--- src/rtl/lfu_slot_replacement_core_defines.svh ---
// ----------------------------------------------------------------------------
// LFU slot replacement assertion macros
// Shared property wrappers for the concurrent checks of the replacement core.
// ----------------------------------------------------------------------------
`ifndef LFU_SLOT_REPLACEMENT_CORE_DEFINES_SVH
`define LFU_SLOT_REPLACEMENT_CORE_DEFINES_SVH

// Same-cycle implication, disabled while reset is asserted.
`define LFUSR_ASSERT_IMPLY(label, clk, rst_n, cond, expr, msg) \
    label: assert property (@(posedge clk) disable iff (!rst_n) (cond) |-> (expr)) \
        else $error(msg);

// Next-cycle implication, disabled while reset is asserted.
`define LFUSR_ASSERT_NEXT(label, clk, rst_n, cond, expr, msg) \
    label: assert property (@(posedge clk) disable iff (!rst_n) (cond) |=> (expr)) \
        else $error(msg);

`endif

--- src/rtl/lfusr_pkg.sv ---
// ----------------------------------------------------------------------------
// LFU slot replacement package
// Widths, codes and the structures passed along the slot cell chain.
// ----------------------------------------------------------------------------
package lfusr_pkg;

    localparam int SLOTS   = 16;
    localparam int SLOT_W  = $clog2(SLOTS);
    localparam int ID_W    = 16;
    localparam int USE_W   = 16;
    localparam int STAMP_W = 32;
    localparam int CFG_W   = 5;

    localparam logic [USE_W-1:0]   USE_MAX   = {USE_W{1'b1}};
    localparam logic [STAMP_W-1:0] STAMP_MAX = {STAMP_W{1'b1}};
    localparam logic [CFG_W-1:0]   CFG_RESET = CFG_W'(SLOTS);

    // Search token that travels from cell to cell, one cell per cycle.
    typedef struct packed {
        logic               valid;
        logic [ID_W-1:0]    id;
        logic               found;
        logic [SLOT_W-1:0]  match_idx;
        logic [USE_W-1:0]   match_uses;
        logic               has_empty;
        logic [SLOT_W-1:0]  empty_idx;
        logic [SLOT_W-1:0]  victim_idx;
        logic [ID_W-1:0]    victim_ident;
        logic [USE_W-1:0]   best_uses;
        logic [STAMP_W-1:0] best_stamp;
    } token_t;

    // Write command broadcast to all cells once the search has finished.
    typedef struct packed {
        logic               en;
        logic               miss;
        logic [SLOT_W-1:0]  idx;
        logic [ID_W-1:0]    id;
        logic [STAMP_W-1:0] stamp;
    } update_t;

endpackage

--- src/rtl/lfusr_cell.sv ---
// ----------------------------------------------------------------------------
// LFU slot cell
// Holds one slot and folds it into the search token that passes through.
// ----------------------------------------------------------------------------
module lfusr_cell
(
    input  logic                        clk,
    input  logic                        rst_n,
    input  logic [lfusr_pkg::SLOT_W-1:0] cell_idx,
    input  logic                        active,
    input  lfusr_pkg::token_t           tok_in,
    input  lfusr_pkg::update_t          upd,
    output lfusr_pkg::token_t           tok_out
);

    logic [lfusr_pkg::ID_W-1:0]    ident_reg;
    logic [lfusr_pkg::USE_W-1:0]   uses_reg;
    logic [lfusr_pkg::STAMP_W-1:0] stamp_reg;
    lfusr_pkg::token_t             tok_reg;
    lfusr_pkg::token_t             tok_next;
    logic                          sel;

    always_comb
    begin
        tok_next = tok_in;
        if (tok_in.valid && active)
        begin
            // The first matching slot wins; later matches are ignored.
            if (!tok_in.found && (ident_reg == tok_in.id))
            begin
                tok_next.found      = 1'b1;
                tok_next.match_idx  = cell_idx;
                tok_next.match_uses = uses_reg;
            end
            // The highest-numbered empty slot wins, so each one overrides.
            if (ident_reg == '0)
            begin
                tok_next.has_empty = 1'b1;
                tok_next.empty_idx = cell_idx;
            end
            if ((cell_idx == '0) || (uses_reg < tok_in.best_uses) ||
                ((uses_reg == tok_in.best_uses) && (stamp_reg < tok_in.best_stamp)))
            begin
                tok_next.victim_idx   = cell_idx;
                tok_next.victim_ident = ident_reg;
                tok_next.best_uses    = uses_reg;
                tok_next.best_stamp   = stamp_reg;
            end
        end
    end

    assign sel = upd.en && (upd.idx == cell_idx);

    always_ff @(posedge clk or negedge rst_n)
    begin
        if (!rst_n)
        begin
            ident_reg <= '0;
            uses_reg  <= '0;
            stamp_reg <= '0;
            tok_reg   <= '0;
        end
        else
        begin
            tok_reg <= tok_next;
            if (sel)
            begin
                if (upd.miss)
                begin
                    ident_reg <= upd.id;
                    uses_reg  <= lfusr_pkg::USE_W'(1);
                    stamp_reg <= upd.stamp;
                end
                else if (uses_reg != lfusr_pkg::USE_MAX)
                begin
                    uses_reg <= uses_reg + lfusr_pkg::USE_W'(1);
                end
            end
        end
    end

    assign tok_out = tok_reg;

endmodule

--- src/rtl/lfu_slot_replacement_core.sv ---
// ----------------------------------------------------------------------------
// LFU slot replacement core
// Least-frequently-used slot table with oldest-first, then lowest-index,
// tie breaking, built as a chain of slot cells searched by a moving token.
// ----------------------------------------------------------------------------
// Channel    Signals                                          Transfer when
// request    start, busy, candidate_id                        start && !busy
// result     done, hit, slot_index, evicted, evicted_id,      done
//            new_count
// config     active_slots_wr, active_slots                    active_slots_wr
//
// A nonzero identifier's token steps through all SLOTS cells, one cell per
// cycle; the result and the slot write command are then registered together
// and the slot is written in the commit state. A zero identifier gives its
// all-zero result in the cycle after the transfer. Reset is asynchronous and
// clears every slot. The one-cycle result strobe cannot be held off.
// ----------------------------------------------------------------------------
`include "lfu_slot_replacement_core_defines.svh"

module lfu_slot_replacement_core
(
    input  logic                          clk,
    input  logic                          rst_n,
    input  logic                          start,
    output logic                          busy,
    input  logic [lfusr_pkg::ID_W-1:0]    candidate_id,
    input  logic                          active_slots_wr,
    input  logic [lfusr_pkg::CFG_W-1:0]   active_slots,
    output logic                          done,
    output logic                          hit,
    output logic [lfusr_pkg::SLOT_W-1:0]  slot_index,
    output logic                          evicted,
    output logic [lfusr_pkg::ID_W-1:0]    evicted_id,
    output logic [lfusr_pkg::USE_W-1:0]   new_count
);

    typedef enum logic [2:0] {
        ST_IDLE   = 3'b001,
        ST_SEARCH = 3'b010,
        ST_COMMIT = 3'b100
    } state_t;

    state_t                        state_reg, state_next;
    logic [lfusr_pkg::CFG_W-1:0]   cfg_reg;
    logic [lfusr_pkg::STAMP_W-1:0] stamp_reg, stamp_next;
    lfusr_pkg::update_t            upd_reg, upd_next;
    logic                          done_reg, done_next;
    logic                          hit_reg, hit_next;
    logic [lfusr_pkg::SLOT_W-1:0]  slot_reg, slot_next;
    logic                          evicted_reg, evicted_next;
    logic [lfusr_pkg::ID_W-1:0]    evid_reg, evid_next;
    logic [lfusr_pkg::USE_W-1:0]   count_reg, count_next;

    lfusr_pkg::token_t             launch;
    lfusr_pkg::token_t             tok [lfusr_pkg::SLOTS];
    lfusr_pkg::token_t             last;
    logic [lfusr_pkg::SLOTS-1:0]   active_vec;
    logic [lfusr_pkg::SLOTS-1:0]   tok_valid;
    logic                          accept;
    logic [lfusr_pkg::SLOT_W-1:0]  target;

    assign busy   = (state_reg != ST_IDLE);
    assign accept = start && !busy;
    assign last   = tok[lfusr_pkg::SLOTS-1];

    always_comb
    begin
        launch       = '0;
        launch.valid = accept && (candidate_id != '0);
        launch.id    = candidate_id;
    end

    genvar k;
    generate
        for (k = 0; k < lfusr_pkg::SLOTS; k++)
        begin : g_cell
            // Slot zero is always in use; a setting of zero acts as one.
            assign active_vec[k] = (k == 0) || (k < 32'(cfg_reg));
            assign tok_valid[k]  = tok[k].valid;
            if (k == 0)
            begin : g_head
                lfusr_cell u_cell
                (
                    .clk      (clk),
                    .rst_n    (rst_n),
                    .cell_idx (lfusr_pkg::SLOT_W'(k)),
                    .active   (active_vec[k]),
                    .tok_in   (launch),
                    .upd      (upd_reg),
                    .tok_out  (tok[k])
                );
            end
            else
            begin : g_body
                lfusr_cell u_cell
                (
                    .clk      (clk),
                    .rst_n    (rst_n),
                    .cell_idx (lfusr_pkg::SLOT_W'(k)),
                    .active   (active_vec[k]),
                    .tok_in   (tok[k-1]),
                    .upd      (upd_reg),
                    .tok_out  (tok[k])
                );
            end
        end
    endgenerate

    always_comb
    begin
        if (last.found)
        begin
            target = last.match_idx;
        end
        else if (last.has_empty)
        begin
            target = last.empty_idx;
        end
        else
        begin
            target = last.victim_idx;
        end
    end

    always_comb
    begin
        state_next   = state_reg;
        stamp_next   = stamp_reg;
        upd_next     = upd_reg;
        upd_next.en  = 1'b0;
        done_next    = 1'b0;
        hit_next     = hit_reg;
        slot_next    = slot_reg;
        evicted_next = evicted_reg;
        evid_next    = evid_reg;
        count_next   = count_reg;
        case (state_reg)
            ST_IDLE:
            begin
                if (accept)
                begin
                    if (stamp_reg != lfusr_pkg::STAMP_MAX)
                    begin
                        stamp_next = stamp_reg + lfusr_pkg::STAMP_W'(1);
                    end
                    if (candidate_id == '0)
                    begin
                        done_next    = 1'b1;
                        hit_next     = 1'b0;
                        slot_next    = '0;
                        evicted_next = 1'b0;
                        evid_next    = '0;
                        count_next   = '0;
                    end
                    else
                    begin
                        state_next = ST_SEARCH;
                    end
                end
            end
            ST_SEARCH:
            begin
                if (last.valid)
                begin
                    done_next      = 1'b1;
                    hit_next       = last.found;
                    slot_next      = target;
                    evicted_next   = !last.found && !last.has_empty;
                    evid_next      = (!last.found && !last.has_empty) ?
                                     last.victim_ident : '0;
                    if (!last.found)
                    begin
                        count_next = lfusr_pkg::USE_W'(1);
                    end
                    else if (last.match_uses == lfusr_pkg::USE_MAX)
                    begin
                        count_next = lfusr_pkg::USE_MAX;
                    end
                    else
                    begin
                        count_next = last.match_uses + lfusr_pkg::USE_W'(1);
                    end
                    upd_next.en    = 1'b1;
                    upd_next.miss  = !last.found;
                    upd_next.idx   = target;
                    upd_next.id    = last.id;
                    upd_next.stamp = stamp_reg;
                    state_next     = ST_COMMIT;
                end
            end
            ST_COMMIT:
            begin
                state_next = ST_IDLE;
            end
            default:
            begin
                state_next = ST_IDLE;
            end
        endcase
    end

    always_ff @(posedge clk or negedge rst_n)
    begin
        if (!rst_n)
        begin
            state_reg <= ST_IDLE;
            cfg_reg   <= lfusr_pkg::CFG_RESET;
            stamp_reg <= '0;
            upd_reg   <= '0;
            done_reg  <= 1'b0;
        end
        else
        begin
            state_reg <= state_next;
            stamp_reg <= stamp_next;
            upd_reg   <= upd_next;
            done_reg  <= done_next;
            if (active_slots_wr)
            begin
                cfg_reg <= active_slots;
            end
        end
    end

    always_ff @(posedge clk)
    begin
        hit_reg     <= hit_next;
        slot_reg    <= slot_next;
        evicted_reg <= evicted_next;
        evid_reg    <= evid_next;
        count_reg   <= count_next;
    end

    assign done       = done_reg;
    assign hit        = hit_reg;
    assign slot_index = slot_reg;
    assign evicted    = evicted_reg;
    assign evicted_id = evid_reg;
    assign new_count  = count_reg;

    // Only one search token may be in the chain at a time.
    `LFUSR_ASSERT_IMPLY(a_one_token, clk, rst_n, 1'b1, $onehot0(tok_valid),
        "more than one search token in the cell chain")
    // A replacement only happens when every active slot holds an identifier.
    `LFUSR_ASSERT_IMPLY(a_evict_nonzero, clk, rst_n, done && evicted, evicted_id != '0,
        "eviction reported an empty slot")
    // A finished search is always followed by the slot write cycle.
    `LFUSR_ASSERT_NEXT(a_commit_follows, clk, rst_n, state_reg == ST_SEARCH && last.valid,
        upd_reg.en && done_reg && busy,
        "slot write did not follow the search")

endmodule

--- config.mk ---
export PLATFORM = sky130hd
export DESIGN_NAME = lfu_slot_replacement_core
export DESIGN_NICKNAME = d
export VERILOG_FILES = /design/src/rtl/lfusr_pkg.sv /design/src/rtl/lfusr_cell.sv /design/src/rtl/lfu_slot_replacement_core.sv
export VERILOG_INCLUDE_DIRS = /design/src /design/src/rtl
export SDC_FILE = /design/constraint.sdc
export NUM_CORES = 2
export LEC_CHECK = 0
export BUFFER_PORTS_ARGS = -buffer_cell sky130_fd_sc_hd__buf_2
export CORE_ASPECT_RATIO = 2
export CORE_UTILIZATION = 40
export CTS_CLUSTER_DIAMETER = 60
export DETAILED_ROUTE_END_ITERATION = 12
export PLACE_DENSITY_LB_ADDON = 0.25
export REMOVE_ABC_BUFFERS = 1
export SLEW_MARGIN = 0
export SYNTH_ARGS = -nofsm -noshare
export SYNTH_HDL_FRONTEND = slang
export SYNTH_SLANG_ARGS = --single-unit
--- constraint.sdc ---
create_clock -name clk -period 9.7 [get_ports clk]
set_clock_uncertainty 0.2 [all_clocks]
set_input_delay 0.485 -clock clk [delete_from_list [all_inputs] [get_ports clk]]
set_output_delay 0.485 -clock clk [all_outputs]
set_load 0.01 [all_outputs]
==> results.toml <==
[placement]
dp.cells = 13799
weighted_congestion_reported_at_the_end_of_routability_driven_placement = 0.892
placement.setup.worst_slack_ns = 4.57
dp_hpwl_um = 235000
placement.io_buffers = 64

[sta]
relSlewSlack_pct = 7.24
finalHoldViolCount = 0
finalSetupTns_ns = 0
timing.fmax_ghz = 0.196
timing_worst_slew_pin_value_ns = 1.38
grt_setup_unrepaired = "no"
final_critical_path_setup_slack_ns = 4.59
timing.final.crit_share_pct = 52.7
fin_hold_ws_ns = 0.0420
final_max_slew_viol_count = 0
fin_crit_ns = 5.11
report.final.setup_viol = 0

[synthesis]
synth.cell_area_sq_um = 125000
synthesis.instances = 9867
synth-warning-count = 0
synth.area.top_cells = "dfrtp_1 56%, mux2_2 17%, ha_1 7.2%"
synth-seq-area-share_pct = 57.0
post_synth_num_cell_types = 76
yosysTopAreaCellShare_pct = 56.0
synth_seq_cells = 2840
synth_flop_cell = "dfrtp_1"
async_reset_ff_share_pct = 98.7
synthDominantAreaCellType = "dfrtp_1"
synth-edff-count = 38
synthesis.area_per_instance_sq_um = 12.7

[power]
pwr_density_cell_nw_per_um2 = 179
power_switching_share_pct = 24.8
p_leak_nw = 68.3
total_switching_power_mw = 6.19
power.combinational.fraction_pct = 7.6
clockPowerShare_pct = 41.0
ir_worst_vdd_v = 0.000190
power.internal_mw = 18.8
seq_power_share_pct = 51.5

[worst_hold_path]
holdCritPathClass = "input pin to async pin"

[clocking]
htreeDepth = 4
tritoncts = "done"
clk-insertion-delay-late_ns = 0.92
max-clock-path-buffers = 4
clock_buffers_created_by_tritoncts = 245
numClockSinks = 2840
clock-root-buffer = "clkbuf_16"
clkSlewWorstSetupHoldPaths_ns = 0.07

[routing]
drc = 0
dr.first_iter.drc_count = 3156
avgViaCountPerCell = 5.14
drt_pass1_iterations = 5
wirelength_um = 311000
route.detailed.wl_per_inst_um = 21.8
ant_nets = 0
detailroute.via_count = 73344

[critical_path]
worstReg2RegEnd = "g_cell[14].g_body.u_cell.tok_out[52]$_DFF_PN0_"
cp_data_arrival_time_ns = 5.70
crit_required_ns = 10.29
type_of_element_capturing_the_critical_path = "flop"
worstSetupStartpointType = "flop"
critPathMaxFanout = 40
critical_register_to_register_path_startpoint = "g_cell[14].g_body.u_cell.stamp_reg[2]$_DFFE_PN0P_"
critPathKind = "flop to flop"
r2r_cells = 9
timing.reg2reg.setup_slack_ns = 4.59

[floorplan]
die_h_um = 793
starting_density_of_the_core_pct = 40.2
io_pins = 65
core-area_sq_um = 311000
die_width_um = 397
std_cell_rows = 290
die-area_sq_um = 315000

[layout]
most-common-layout-cells = "2799 x dfrtp_1, 1841 x mux2_2, 767 x inv_1, 723 x ha_1, 538 x nand2_1"
largest_register_ff_count = 1584
layout-area-overhead-vs-synth_pct = 11.3
layout-drive-gt1-share_pct = 25.3
stdcell_count = 14274
layout.nets = 10734
filler_cell_count = 28111
layout_commonest_cell = "dfrtp_1"

[run_status]
run_status = "finished, final reports clean"

[grt]
antenna_violations_before_repair = 15
vias_in_the_first_global_route = 81464
grt_start_max_net_pins = 188
grt_first_pass_wirelength_um = 485000
grt_residual_overflow = 0
grtUsageTotal_pct = 20.0

[job]
max_cap_violations = 0
==> metrics by stage <==
step | instance area, sq um | utilization [%] | power, mW
CTS | 139000 | 44.7 | 25.3
detailed placement | 131000 | 41.9 | 15.0
global placement | 131000 | 41.9 | 14.9
global route | 139000 | 44.7 | 25.9
finish | 139000 | 44.7 | 25.0
floorplan | 124000 | - | 13.7
==> power by group through the flow <==
| stage | Combinational [mW] | Clock (mW) | Sequential (mW) |
|---|---|---|---|
| floorplan | 0.945 | 0 | 12.8 |
| global placement | 1.90 | 0 | 13.0 |
| detailed placement | 1.94 | 0 | 13.1 |
| CTS | 1.96 | 10.5 | 12.8 |
| global route | 2.06 | 11.0 | 12.9 |
| finish | 1.89 | 10.2 | 12.8 |
==> layer usage <==
layer  share of wire (%)  GRT usage (%)  wire length, um  vias to the layer above
met5               0.044              0              136                        -
met4                 8.0           14.0            24900                       16
met3                 2.2           1.88             6700                      779
met2                  56           39.4           176000                     1119
met1                  33           19.2           104000                    37276
li1                    -              -                -                    34154
==> layout make-up <==
cell class	count	area (sq um)	area share (%)
clock buffers	365	7400	5.32
clock inverters	77	958	0.689
multi-input cells	5934	50000	35.9
flip-flops and latches	2840	71300	51.2
inverters	768	2880	2.07
diodes	5	12.5	0.00899
well taps	4088	5110	3.67
repair buffers	197	1540	1.10
==> worst max path at each step <==
stage | from | to | slack, ns | depth (start not counted)
after detailed placement | g_cell[14].g_body.u_cell.stamp_reg[2]$_DFFE_PN0P_ | g_cell[14].g_body.u_cell.tok_out[52]$_DFF_PN0_ | 4.57 | 9
after global placement | g_cell[4].g_body.u_cell.stamp_reg[23]$_DFFE_PN0P_ | g_cell[4].g_body.u_cell.tok_out[52]$_DFF_PN0_ | 4.17 | 7
after floorplan | g_cell[2].g_body.u_cell.stamp_reg[14]$_DFFE_PN0P_ | g_cell[2].g_body.u_cell.tok_out[0]$_DFF_PN0_ | 2.30 | 7
after global routing | g_cell[14].g_body.u_cell.stamp_reg[2]$_DFFE_PN0P_ | g_cell[14].g_body.u_cell.tok_out[49]$_DFF_PN0_ | 4.50 | 9
after CTS | g_cell[14].g_body.u_cell.stamp_reg[2]$_DFFE_PN0P_ | g_cell[14].g_body.u_cell.tok_out[49]$_DFF_PN0_ | 4.56 | 9
final | g_cell[14].g_body.u_cell.stamp_reg[2]$_DFFE_PN0P_ | g_cell[14].g_body.u_cell.tok_out[52]$_DFF_PN0_ | 4.59 | 9
==> Yosys cell counts (183+ instances only) <==
cell and instances:
nand2_1 539, nor2_1 433, a21oi_1 296, inv_1 768, ha_1 723, mux2_2 1841, dfrtp_1 2800, o21ai_0 183
xor2_1 227, nand4_1 230, clkbuf_1 242, xnor2_1 256
==> timing repair <==
action,4_1_cts,5_1_grt
endpoints found under the hold margin,166,0
hold buffers,28,0
gates resized for setup,0,0
setup buffers,0,0
==> cell families (layout without fill, tap and decap cells) <==
kind of cell	Yosys count	after routing	synth area share [%]
adders and majority gates	723	723	7.23
DFF	2840	2840	57.0
muxes	1882	1882	16.9
xor gates and xnor gates	483	483	3.38
and+or+nand+nor	2101	2101	8.52
AOI/OAI and AO/OA	745	745	3.62
other	0	5	0
buffers and inverters	1093	1407	3.37
==> worst max-delay path: stages (launching register included) <==
cell and delay, ns:
dfrtp_1 0.40, ha_1 0.30, o21ai_0 0.08, o21ai_0 0.37, a211oi_1 0.14, o31ai_1 1.14, a2111oi_0 0.40, o21bai_4 0.89
buf_4 0.60, mux2_2 0.41
Note: power is estimated with default switching activity, not from simulation.
